### config.mk
export PLATFORM = sky130hd
export DESIGN_NAME = valve_countdown_timer_bank_core_flat
export DESIGN_NICKNAME = d
export VERILOG_FILES = /design/src/hw/rtl/vctb_pkg.sv /design/src/hw/rtl/vctb_in_if.sv /design/src/hw/rtl/vctb_out_if.sv /design/src/hw/rtl/valve_countdown_timer_bank_core.sv /design/src/flat_wrapper.sv
export SDC_FILE = /design/constraint.sdc
export NUM_CORES = 1
export LEC_CHECK = 0
export BUFFER_PORTS_ARGS = -buffer_cell sky130_fd_sc_hd__clkbuf_2
export CORE_UTILIZATION = 60
export CTS_CLUSTER_SIZE = 30
export DETAILED_ROUTE_END_ITERATION = 8
export PLACE_DENSITY = 0.76
export SLEW_MARGIN = 0
export SYNTH_ARGS = -nofsm -noshare
export SYNTH_HDL_FRONTEND = slang
export SYNTH_SLANG_ARGS = --single-unit
export TNS_END_PERCENT = 100
### constraint.sdc
create_clock -name clk -period 6.7 [get_ports clk]
set_input_delay 0.67 -clock clk [delete_from_list [all_inputs] [get_ports clk]]
set_output_delay 0.67 -clock clk [all_outputs]
set_load 0.02 [all_outputs]
### src/hw/rtl/vctb_pkg.sv
// Shared constants, types and operation codes of the valve countdown timer bank.
`default_nettype none
package vctb_pkg;

  localparam int TIMER_COUNT  = 5;
  localparam int VALVE_REGS   = 5;
  localparam int OP_W         = 3;
  localparam int IDX_W        = 3;
  localparam int MASK_W       = 6;
  localparam int MINUTES_W    = 11;
  localparam int SECONDS_W    = 16;
  localparam int CFG_IDX_W    = 3;
  localparam int TPOS_W       = (TIMER_COUNT > 1) ? $clog2(TIMER_COUNT) : 1;

  localparam logic [MINUTES_W-1:0] MINUTES_CEIL = MINUTES_W'(1092);
  localparam logic [CFG_IDX_W-1:0] REG_LIMIT    = CFG_IDX_W'(5);

  typedef enum logic [OP_W-1:0] {
    OP_LOAD_ALL  = 3'd0,
    OP_START_ONE = 3'd1,
    OP_CLEAR_ONE = 3'd2,
    OP_TICK      = 3'd3,
    OP_QUERY     = 3'd4
  } op_t;

endpackage
`default_nettype wire

### src/hw/rtl/vctb_in_if.sv
// Command channel of the timer bank: valid/ready plus the command fields.
`default_nettype none
interface vctb_in_if;
  import vctb_pkg::*;

  logic              valid;
  logic              ready;
  logic [OP_W-1:0]   operation;
  logic [IDX_W-1:0]  valve_index;
  logic [MASK_W-1:0] active_mask;

  modport source (output valid, output operation, output valve_index,
                  output active_mask, input ready);
  modport sink   (input valid, input operation, input valve_index,
                  input active_mask, output ready);
endinterface
`default_nettype wire

### src/hw/rtl/vctb_out_if.sv
// Result channel of the timer bank: valid/ready plus the result fields.
`default_nettype none
interface vctb_out_if;
  import vctb_pkg::*;

  logic                 valid;
  logic                 ready;
  logic [MASK_W-1:0]    expired_mask;
  logic [SECONDS_W-1:0] remaining_seconds;

  modport source (output valid, output expired_mask, output remaining_seconds,
                  input ready);
  modport sink   (input valid, input expired_mask, input remaining_seconds,
                  output ready);
endinterface
`default_nettype wire

### src/hw/rtl/valve_countdown_timer_bank_core.sv
// Top level of the valve countdown timer bank: sequencer over one shared timer update unit.
`default_nettype none
//
//  channel  | direction | transfer contents
//  ---------+-----------+-----------------------------------------------------
//  in_ch    | sink      | operation, valve_index, active_mask
//  out_ch   | source    | expired_mask, remaining_seconds (one per command)
//  cfg_*    | write     | cfg_index selects run minutes 1..5 or the limit
//
//  Each command is captured, then the sequencer walks the bank timer by timer
//  through the single update unit (load value, decrement, compare), and a final
//  step moves the result into the output register.
//  in_ch.ready is high only while the sequencer is idle; a result waiting on
//  out_ch does not block the next command, but a second finished result holds
//  in the final step until the output register is free.
//  Synchronous reset zeroes all timers and run minutes and sets the limit to 1092.
//
module valve_countdown_timer_bank_core (
  input  wire                              clk,
  input  wire                              rst_n,
  vctb_in_if.sink                          in_ch,
  vctb_out_if.source                       out_ch,
  input  wire                              cfg_we,
  input  wire  [vctb_pkg::CFG_IDX_W-1:0]   cfg_index,
  input  wire  [vctb_pkg::MINUTES_W-1:0]   cfg_data
);
  import vctb_pkg::*;

  typedef enum logic [1:0] {ST_IDLE, ST_WALK, ST_DONE} state_t;

  state_t                 state_r;
  op_t                    op_r;
  logic [IDX_W-1:0]       idx_r;
  logic [MASK_W-1:0]      mask_r;
  logic [TPOS_W-1:0]      pos_r;
  logic [MASK_W-1:0]      exp_r;
  logic [SECONDS_W-1:0]   rem_r;
  logic [SECONDS_W-1:0]   secs_r [TIMER_COUNT];
  logic [MINUTES_W-1:0]   mins_r [VALVE_REGS];
  logic [MINUTES_W-1:0]   limit_r;
  logic                   out_valid_r;
  logic [MASK_W-1:0]      out_exp_r;
  logic [SECONDS_W-1:0]   out_rem_r;

  // Shared update unit signals
  logic [IDX_W-1:0]       num;
  logic [SECONDS_W-1:0]   cur;
  logic [MINUTES_W-1:0]   run_mins;
  logic [MINUTES_W-1:0]   eff_mins;
  logic [SECONDS_W:0]     load_wide;
  logic [SECONDS_W-1:0]   load_val;
  logic [SECONDS_W-1:0]   dec_val;
  logic [7:0]             mask_ext;
  logic [7:0]             bit_sel;
  logic                   hit;
  logic                   tick_on;
  logic                   wr_en;
  logic [SECONDS_W-1:0]   wr_val;
  logic [MASK_W-1:0]      exp_nxt;
  logic [SECONDS_W-1:0]   rem_nxt;
  logic                   walk_last;
  logic                   out_free;

  assign num       = IDX_W'(pos_r) + IDX_W'(1);
  assign cur       = secs_r[pos_r];
  assign walk_last = (pos_r == TPOS_W'(TIMER_COUNT - 1));
  assign out_free  = !out_valid_r || out_ch.ready;

  // Run minutes of the walked timer; timers past the register file run for zero.
  always_comb begin
    run_mins = '0;
    if (num <= IDX_W'(VALVE_REGS))
      run_mins = mins_r[IDX_W'(num - IDX_W'(1))];
  end

  // Clamp to the limit and the ceiling, then scale minutes to seconds (x64 - x4).
  always_comb begin
    eff_mins = run_mins;
    if (eff_mins > limit_r)      eff_mins = limit_r;
    if (eff_mins > MINUTES_CEIL) eff_mins = MINUTES_CEIL;
    load_wide = {eff_mins, 6'b0} - {4'b0, eff_mins, 2'b0};
    load_val  = load_wide[SECONDS_W-1:0];
  end

  assign dec_val  = cur - SECONDS_W'(1);
  assign mask_ext = {{(8-MASK_W){1'b0}}, mask_r};
  assign bit_sel  = 8'(1) << num;
  assign hit      = (num == idx_r);
  // Only timers with a bit in the mask can tick; a stopped timer stays put.
  assign tick_on  = (num < IDX_W'(MASK_W)) && mask_ext[num] && (cur != '0);

  always_comb begin
    wr_en   = 1'b0;
    wr_val  = '0;
    exp_nxt = exp_r;
    rem_nxt = rem_r;
    case (op_r)
      OP_LOAD_ALL: begin
        wr_en  = 1'b1;
        wr_val = load_val;
      end
      OP_START_ONE: begin
        wr_en  = hit;
        wr_val = load_val;
      end
      OP_CLEAR_ONE: begin
        wr_en  = hit;
      end
      OP_TICK: begin
        wr_en  = tick_on;
        wr_val = dec_val;
        if (tick_on && dec_val == '0)
          exp_nxt = exp_r | bit_sel[MASK_W-1:0];
      end
      OP_QUERY: begin
        if (hit) rem_nxt = cur;
      end
      default: ;
    endcase
  end

  assign in_ch.ready              = (state_r == ST_IDLE);
  assign out_ch.valid             = out_valid_r;
  assign out_ch.expired_mask      = out_exp_r;
  assign out_ch.remaining_seconds = out_rem_r;

  always_ff @(posedge clk) begin
    if (!rst_n) begin
      state_r     <= ST_IDLE;
      out_valid_r <= 1'b0;
      pos_r       <= '0;
      limit_r     <= MINUTES_CEIL;
      for (int i = 0; i < TIMER_COUNT; i++) secs_r[i] <= '0;
      for (int i = 0; i < VALVE_REGS; i++)  mins_r[i] <= '0;
    end else begin
      // Configuration writes land whenever they come; out-of-list indexes drop.
      if (cfg_we) begin
        if (cfg_index < CFG_IDX_W'(VALVE_REGS))
          mins_r[cfg_index] <= cfg_data;
        else if (cfg_index == REG_LIMIT)
          limit_r <= cfg_data;
      end

      // Drop the output once taken; the final step reloads it on its own.
      if (out_valid_r && out_ch.ready && state_r != ST_DONE)
        out_valid_r <= 1'b0;

      case (state_r)
        ST_IDLE: begin
          if (in_ch.valid) begin
            op_r    <= op_t'(in_ch.operation);
            idx_r   <= in_ch.valve_index;
            mask_r  <= in_ch.active_mask;
            exp_r   <= '0;
            rem_r   <= '0;
            pos_r   <= '0;
            state_r <= ST_WALK;
          end
        end
        ST_WALK: begin
          // Advance one timer per cycle through the shared unit.
          if (wr_en) secs_r[pos_r] <= wr_val;
          exp_r <= exp_nxt;
          rem_r <= rem_nxt;
          if (walk_last) state_r <= ST_DONE;
          else           pos_r   <= pos_r + TPOS_W'(1);
        end
        ST_DONE: begin
          // Hold until the output register is free, then publish.
          if (out_free) begin
            out_valid_r <= 1'b1;
            out_exp_r   <= exp_r;
            out_rem_r   <= rem_r;
            state_r     <= ST_IDLE;
          end
        end
        default: state_r <= ST_IDLE;
      endcase
    end
  end

`ifndef SYNTHESIS
  a_walk_pos_range: assert property (@(posedge clk) disable iff (!rst_n)
    state_r == ST_WALK |-> pos_r <= TPOS_W'(TIMER_COUNT - 1))
    else $error("timer walk position out of range");

  a_accept_starts_walk: assert property (@(posedge clk) disable iff (!rst_n)
    in_ch.valid && in_ch.ready |=> state_r == ST_WALK && pos_r == '0)
    else $error("accepted command did not start the walk at timer one");

  a_exp_only_tick: assert property (@(posedge clk) disable iff (!rst_n)
    $rose(out_valid_r) && op_r != OP_TICK |-> out_exp_r == '0)
    else $error("expired mask set for a command other than tick");

  a_rem_only_query: assert property (@(posedge clk) disable iff (!rst_n)
    $rose(out_valid_r) && op_r != OP_QUERY |-> out_rem_r == '0)
    else $error("remaining seconds set for a command other than query");

  a_secs_ceiling: assert property (@(posedge clk) disable iff (!rst_n)
    state_r == ST_WALK |-> cur <= SECONDS_W'(65520))
    else $error("timer count above the seconds ceiling");
`endif

endmodule
`default_nettype wire

### src/flat_wrapper.sv
// flat-port wrapper written by rule: the top's interface ports become plain ports
module valve_countdown_timer_bank_core_flat import vctb_pkg::*;
  (clk, rst_n, cfg_we, cfg_index, cfg_data, in_ch_valid, in_ch_operation, in_ch_valve_index, in_ch_active_mask, in_ch_ready, out_ch_valid, out_ch_expired_mask, out_ch_remaining_seconds, out_ch_ready);
  vctb_in_if in_ch_i ();
  vctb_out_if out_ch_i ();
  input  wire clk;
  input  wire rst_n;
  input  wire cfg_we;
  input  wire  [vctb_pkg::CFG_IDX_W-1:0] cfg_index;
  input  wire  [vctb_pkg::MINUTES_W-1:0] cfg_data;
  input wire logic [$bits(in_ch_i.valid)-1:0] in_ch_valid;
  input wire logic [$bits(in_ch_i.operation)-1:0] in_ch_operation;
  input wire logic [$bits(in_ch_i.valve_index)-1:0] in_ch_valve_index;
  input wire logic [$bits(in_ch_i.active_mask)-1:0] in_ch_active_mask;
  output wire logic [$bits(in_ch_i.ready)-1:0] in_ch_ready;
  output wire logic [$bits(out_ch_i.valid)-1:0] out_ch_valid;
  output wire logic [$bits(out_ch_i.expired_mask)-1:0] out_ch_expired_mask;
  output wire logic [$bits(out_ch_i.remaining_seconds)-1:0] out_ch_remaining_seconds;
  input wire logic [$bits(out_ch_i.ready)-1:0] out_ch_ready;
  assign in_ch_i.valid = in_ch_valid;
  assign in_ch_i.operation = in_ch_operation;
  assign in_ch_i.valve_index = in_ch_valve_index;
  assign in_ch_i.active_mask = in_ch_active_mask;
  assign in_ch_ready = in_ch_i.ready;
  assign out_ch_valid = out_ch_i.valid;
  assign out_ch_expired_mask = out_ch_i.expired_mask;
  assign out_ch_remaining_seconds = out_ch_i.remaining_seconds;
  assign out_ch_i.ready = out_ch_ready;
  valve_countdown_timer_bank_core u_core (.clk(clk), .rst_n(rst_n), .in_ch(in_ch_i), .out_ch(out_ch_i), .cfg_we(cfg_we), .cfg_index(cfg_index), .cfg_data(cfg_data));
endmodule
* After elaboration in Yosys (flattened, before gate mapping) *
Memories as Yosys holds them, arrays and structs flattened. A register that Yosys moved wholly into a read port is not among the register bits.
Cells that the tools add are included.

storage, ports and cells
  memories kept = 2
  RAM bits = 135
  register bits = 73
  memory bits (read-only) = 0
  latch bits = 0
  output and inout port bits = 24

cells by class
  multiply operators = 0
  div/mod/pow operators = 0
  shift operators = 1
  add/subtract/negate cells = 4
  reduce and logical (&&, ||, !) cells = 23
  equality and inequality tests = 18
  multiplexer cells = 42
  bitwise logic cells = 2
  magnitude comparators = 6

memory list
  memory         depth  bits a word  read ports  clocked after Yosys merged registers in  write ports  line                                   source
  u_core.secs_r  5      16           1           1                                        5            valve_countdown_timer_bank_core.sv:38  logic [SECONDS_W-1:0] secs_r [TIMER_COUNT];
  u_core.mins_r  5      11           1           0                                        5            valve_countdown_timer_bank_core.sv:39  logic [MINUTES_W-1:0] mins_r [VALVE_REGS];

operator list
  kind                   count
  $mux 16                4
  $pmux 16 s2            2
  $mux 11                4
  $mux 3                 6
  $mux 6                 3
  $logic_not 16->1       1
  $reduce_bool 16->1     1
  $reduce_or 16->1       1
  $sub 16x1->16 const B  1
  $sub 16x13->16         1
  $mux 1                 15
  $reduce_and 3->1       5
  $pmux 6 s2             1
  $gt 11x11->1           1
  $gt 11x11->1 const B   1
  $reduce_or 11->1       1
  $ne 2x2->1 const B     5
  $reduce_and 5->1       2
  $eq 3x3->1 const B     3
  $ne 2x1->1 const B     4
  $eq 3x2->1 const B     2
  $lt 3x3->1 const B     2
  $mux 2                 3
  $or 6x6->6             1
  other kinds (21)       26

* Depth between registers and ports, before layout *
  word-level depth = 12
  mapped depth = 30

* Least setup slack after synthesis *
Ideal clock, no wire load.

  kind = reg2reg
  start point = register u_core.pos_r[0]
  end point = memory u_core.secs_r[2][14] (data pin)
  data arrival time = 5.870 ns
  required time = 6.438 ns
  period minus slack after synthesis = 6.132 ns
  library setup time = 0.262 ns
  cell stages (with the launch flop) = 28
  setup slack = 0.568 ns
  path through = dfxtp_1 -> buf_6 -> buf_6 -> buf_6 -> buf_4 -> inv_1 -> ha_1 -> or2_1 -> buf_6 -> mux4_2 -> or2_4 -> inv_1 -> ha_1 -> nand4_1 -> nor3_1 -> nor2_1 -> o31ai_2 -> o221ai_1 -> ha_1 -> a21o_1 -> a21oi_1 -> nor2b_1 -> o21a_1 -> nor2_1 -> nand2_1 -> a22oi_1 -> nand3_1 -> nor2b_1

RTL lines
  element                   line                                    source
  start: declaration        valve_countdown_timer_bank_core.sv:35   logic [TPOS_W-1:0] pos_r;
  start signal: assignment  valve_countdown_timer_bank_core.sv:166  else pos_r <= pos_r + TPOS_W'(1);
  end: declaration          valve_countdown_timer_bank_core.sv:38

==> flow_summary.json <==
{
  "r2r_slack_ns": 0.38,
  "via_per_inst": 6.08,
  "drive_gt1_share_pct": 17.7,
  "io_buffers": 54,
  "clock_skew_ns": 0.0150,
  "area_delta_synth_final_pct": 11.7,
  "synthCells": 1054,
  "gp_congestion": 0.923,
  "htreeDepth": 1,
  "fin_setup_tns_ns": 0,
  "cts_tree": "built",
  "r2r-start": "u_core.pos_r[1]$_SDFFE_PN0P_",
  "yosysUniqueCellTypes": 84,
  "async_flop_share_pct": 0,
  "grt_max_degree": 33,
  "critPathArrivalTime_ns": 6.59,
  "insertion_delay_ns": 0.54,
  "num_rows": 55,
  "timing.final.crit_share_pct": 94.3,
  "final_cells": 1490,
  "fp.coreArea_sq_mm": 0.0228,
  "holdCritPathClass": "in2reg",
  "critPathSlowestCell": "mux4_2",
  "vias": 9056,
  "synth_flop_cell": "edfxtp_1",
  "timing.fmax_mhz": 158,
  "slew_viol_final": 0,
  "p_leak_nw": 5.61,
  "ff_latch_area_sq_mm": 0.00857,
  "synth.most_common_cell": "edfxtp_1",
  "path_class": "reg2reg",
  "cts_made_buffers": 29,
  "track_usage_pct": 28.2,
  "grt.overflow.total": 0,
  "crit_path_max_fanout": 8,
  "worst_setup_path_start_kind": "flip-flop",
  "dieArea_sq_mm": 0.0240,
  "synth_area_sq_mm": 0.0140,
  "grt_pass1_vias": 8815,
  "yosysSeqAreaShare_pct": 61.1,
  "drc": 0,
  "nets": 1214,
  "nFillCells": 1616,
  "hpwlAfterDp_microns": 22800,
  "clockBufferDepth": 3,
  "critPathCaptureType": "flip-flop",
  "synth-seq-cells": 292,
  "path_clk_slew_ns": 0.07,
  "post_dp_cell_area_sq_mm": 0.0148,
  "cts_sinks": 292,
  "grt_pass1_wl_microns": 50300,
  "fin_ws_ns": 0.381,
  "vdd_drop_max_mv": 0.349,
  "drt_wl_total_microns": 32700,
  "post-route-min-period_ns": 6.32,
  "postRouteAntennaNets": 0,
  "synth_top_area_cell": "edfxtp_1",
  "tightest_slew_ns": 1.17,
  "wl_per_cell_microns": 21.9,
  "numPlacedInstances": 1439,
  "ios": 55,
  "path_cells": "ha_1, or2_1, mux4_2, or2_4, inv_1, ha_1, o21a_1, a21oi_1, o211ai_1, a211oi_1, o21ai_2, o221ai_1, ha_1, a21o_1, a21oi_1, nor2b_1, o21a_1, nor2_1, nand2_1, a22oi_1, nand3_1, nor2b_1",
  "yosysTopAreaCellShare_pct": 58.2,
  "synthTopCellsByCount": "272 x edfxtp_1, 134 x nor2_1, 62 x and2_1",
  "drv_cap": 0,
  "yosysWarnings": 0,
  "drt_iter0_drc": 952,
  "avgSynthCellArea_sq_um": 13.3,
  "dp_slack_ns": 0.414,
  "fp.dieW_microns": 155,
  "synth_edf_count": 272,
  "slew_headroom_pct": 20.9,
  "setup_viol": 0,
  "num_antenna_cells": 0,
  "cp.required_ns": 6.97,
  "multi_input_area_sq_mm": 0.00520,
  "antenna_found_initial": 0,
  "max_stage_delay_ns": 0.55,
  "synth_area_leaders": "edfxtp_1 58%, mux4_2 6.4%, mux2i_1 4.0%, nor2_1 3.6%, dfxtp_1 2.9%",
  "start_util_pct": 61.6,
  "die_y_microns": 155,
  "cts_root_buf": "clkbuf_16",
  "status": "complete, no violations",
  "dr.pass1.iters": 5,
  "finalHoldViolCount": 0,
  "crit_start": "u_core.pos_r[1]$_SDFFE_PN0P_",
  "cp_common_cell": "ha_1",
  "min_from": "in_ch_valve_index[0]",
  "p_per_area_mw_per_mm2": 272,
  "fin_area_sq_mm": 0.0157
}
[placed cells by master, fill, tap and decap left out, drive strengths merged, types with 5 or more instances in the layout]
cell | netlist | final
nand2 | 64 | 64
and2 | 64 | 64
dfxtp | 20 | 20
conb | 1 | 33
a21oi | 40 | 40
nor2b | 15 | 15
buf | 21 | 29
inv | 43 | 43
a22oi | 13 | 13
nand3 | 18 | 18
clkinv | 0 | 12
a31o | 6 | 6
nor3b | 5 | 5
o21a | 8 | 8
mux2i | 58 | 58
o211ai | 7 | 7
nand2b | 15 | 15
o21ai | 19 | 19
or2 | 7 | 7
nand4 | 11 | 11
nor2 | 135 | 135
xnor2 | 12 | 12
xor2 | 9 | 9
nor4 | 5 | 5
nor3 | 22 | 22
ha | 26 | 26
a21boi | 11 | 11
edfxtp | 272 | 272
clkbuf | 22 | 90
mux4 | 40 | 40
[area by class of cell]
class	count	area share [%]
flip-flops and latches	292	54.7
inverters	43	1.03
well taps	313	2.50
repair buffers	83	3.11
clock buffers	36	4.80
multi-input cells	708	33.2
clock inverters	15	0.687
[path summary, 6_finish.rpt]
| path | end | depth (start not counted) |
|---|---|---|
| setup / recovery | u_core.secs_r[0][14]$_SDFFCE_PN0P_ | 22 |
| hold / removal | u_core.idx_r[0]$_DFFE_PP_ | 1 |
| setup reg to reg | u_core.secs_r[0][14]$_SDFFCE_PN0P_ | 22 |
| hold reg to reg | u_core.out_ch.remaining_seconds[7]$_DFFE_PP_ | 0 |
[power breakdown]
group	leakage (nW)	internal, W	switching [W]
clock network	0.416	0.000830	0.000649
registers	2.80	0.00208	0.0000270
logic	2.39	0.000247	0.000436
[state kept, by name, summed over array words and instances (netlist names), 6 cells and up, named ones only]
signal and flops:
u_core.out_ch.expired_mask 6, u_core.secs_r 128, u_core.mask_r 6, u_core.rem_r 16
u_core.limit_r 11, u_core.out_ch.remaining_seconds 16, u_core.exp_r 6, u_core.mins_r 88
[cell families (layout without fill, tap and decap cells)]
| group | count (synthesis) | count (layout) | synth area share [%] |
|---|---|---|---|
| compound gates | 148 | 148 | 7.90 |
| xor+xnor | 21 | 21 | 1.31 |
| fa+ha+maj | 26 | 26 | 2.32 |
| buf+inv | 86 | 177 | 2.88 |
| flops | 292 | 292 | 61.1 |
| mux | 102 | 102 | 11.0 |
| other cells | 1 | 33 | 0.0267 |
| simple gates | 378 | 378 | 13.4 |
[what timing repair did]
item | CTS | global route
buffers inserted | 0 | 0
resized for setup | 0 | 1
endpoints found under the hold margin | 0 | 0
setup endpoints to repair | 0 | 11
hold buffers | 0 | 0
[critical path: cells and delay by family, from the launching register on]
kind,cells,cell delay [ns]
AO/OA/AOI/OAI,10,2.54
AND/OR/NAND/NOR,7,1.46
adder cells (fa/ha/maj),3,0.97
multiplexers,1,0.55
flip-flops,1,0.46
buffers and inverters,1,0.06
[per-stage QoR]
| stage | hold WS (ns) | utilization (%) | power [W] |
|---|---|---|---|
| 2_1_floorplan | 0.400 | - | 0.00262 |
| 3_3_place_gp | 0.401 | 65.0 | 0.00280 |
| 3_5_place_dp | 0.405 | 65.0 | 0.00281 |
| 4_1_cts | 0.292 | 68.8 | 0.00427 |
| 5_1_grt | 0.294 | 68.8 | 0.00441 |
| 6_report | 0.308 | 68.8 | 0.00427 |
[layer usage]
layer	routed length, microns	part of all wire (%)	up-vias	track usage (%)
met4	728	2.2	0	7.92
met2	14800	45	444	44.0
met1	14100	43	4439	41.8
met3	2990	9.1	61	4.12
met5	0	0	-	0
li1	-	-	4112	-
Note: power is estimated with default switching activity, not from simulation.
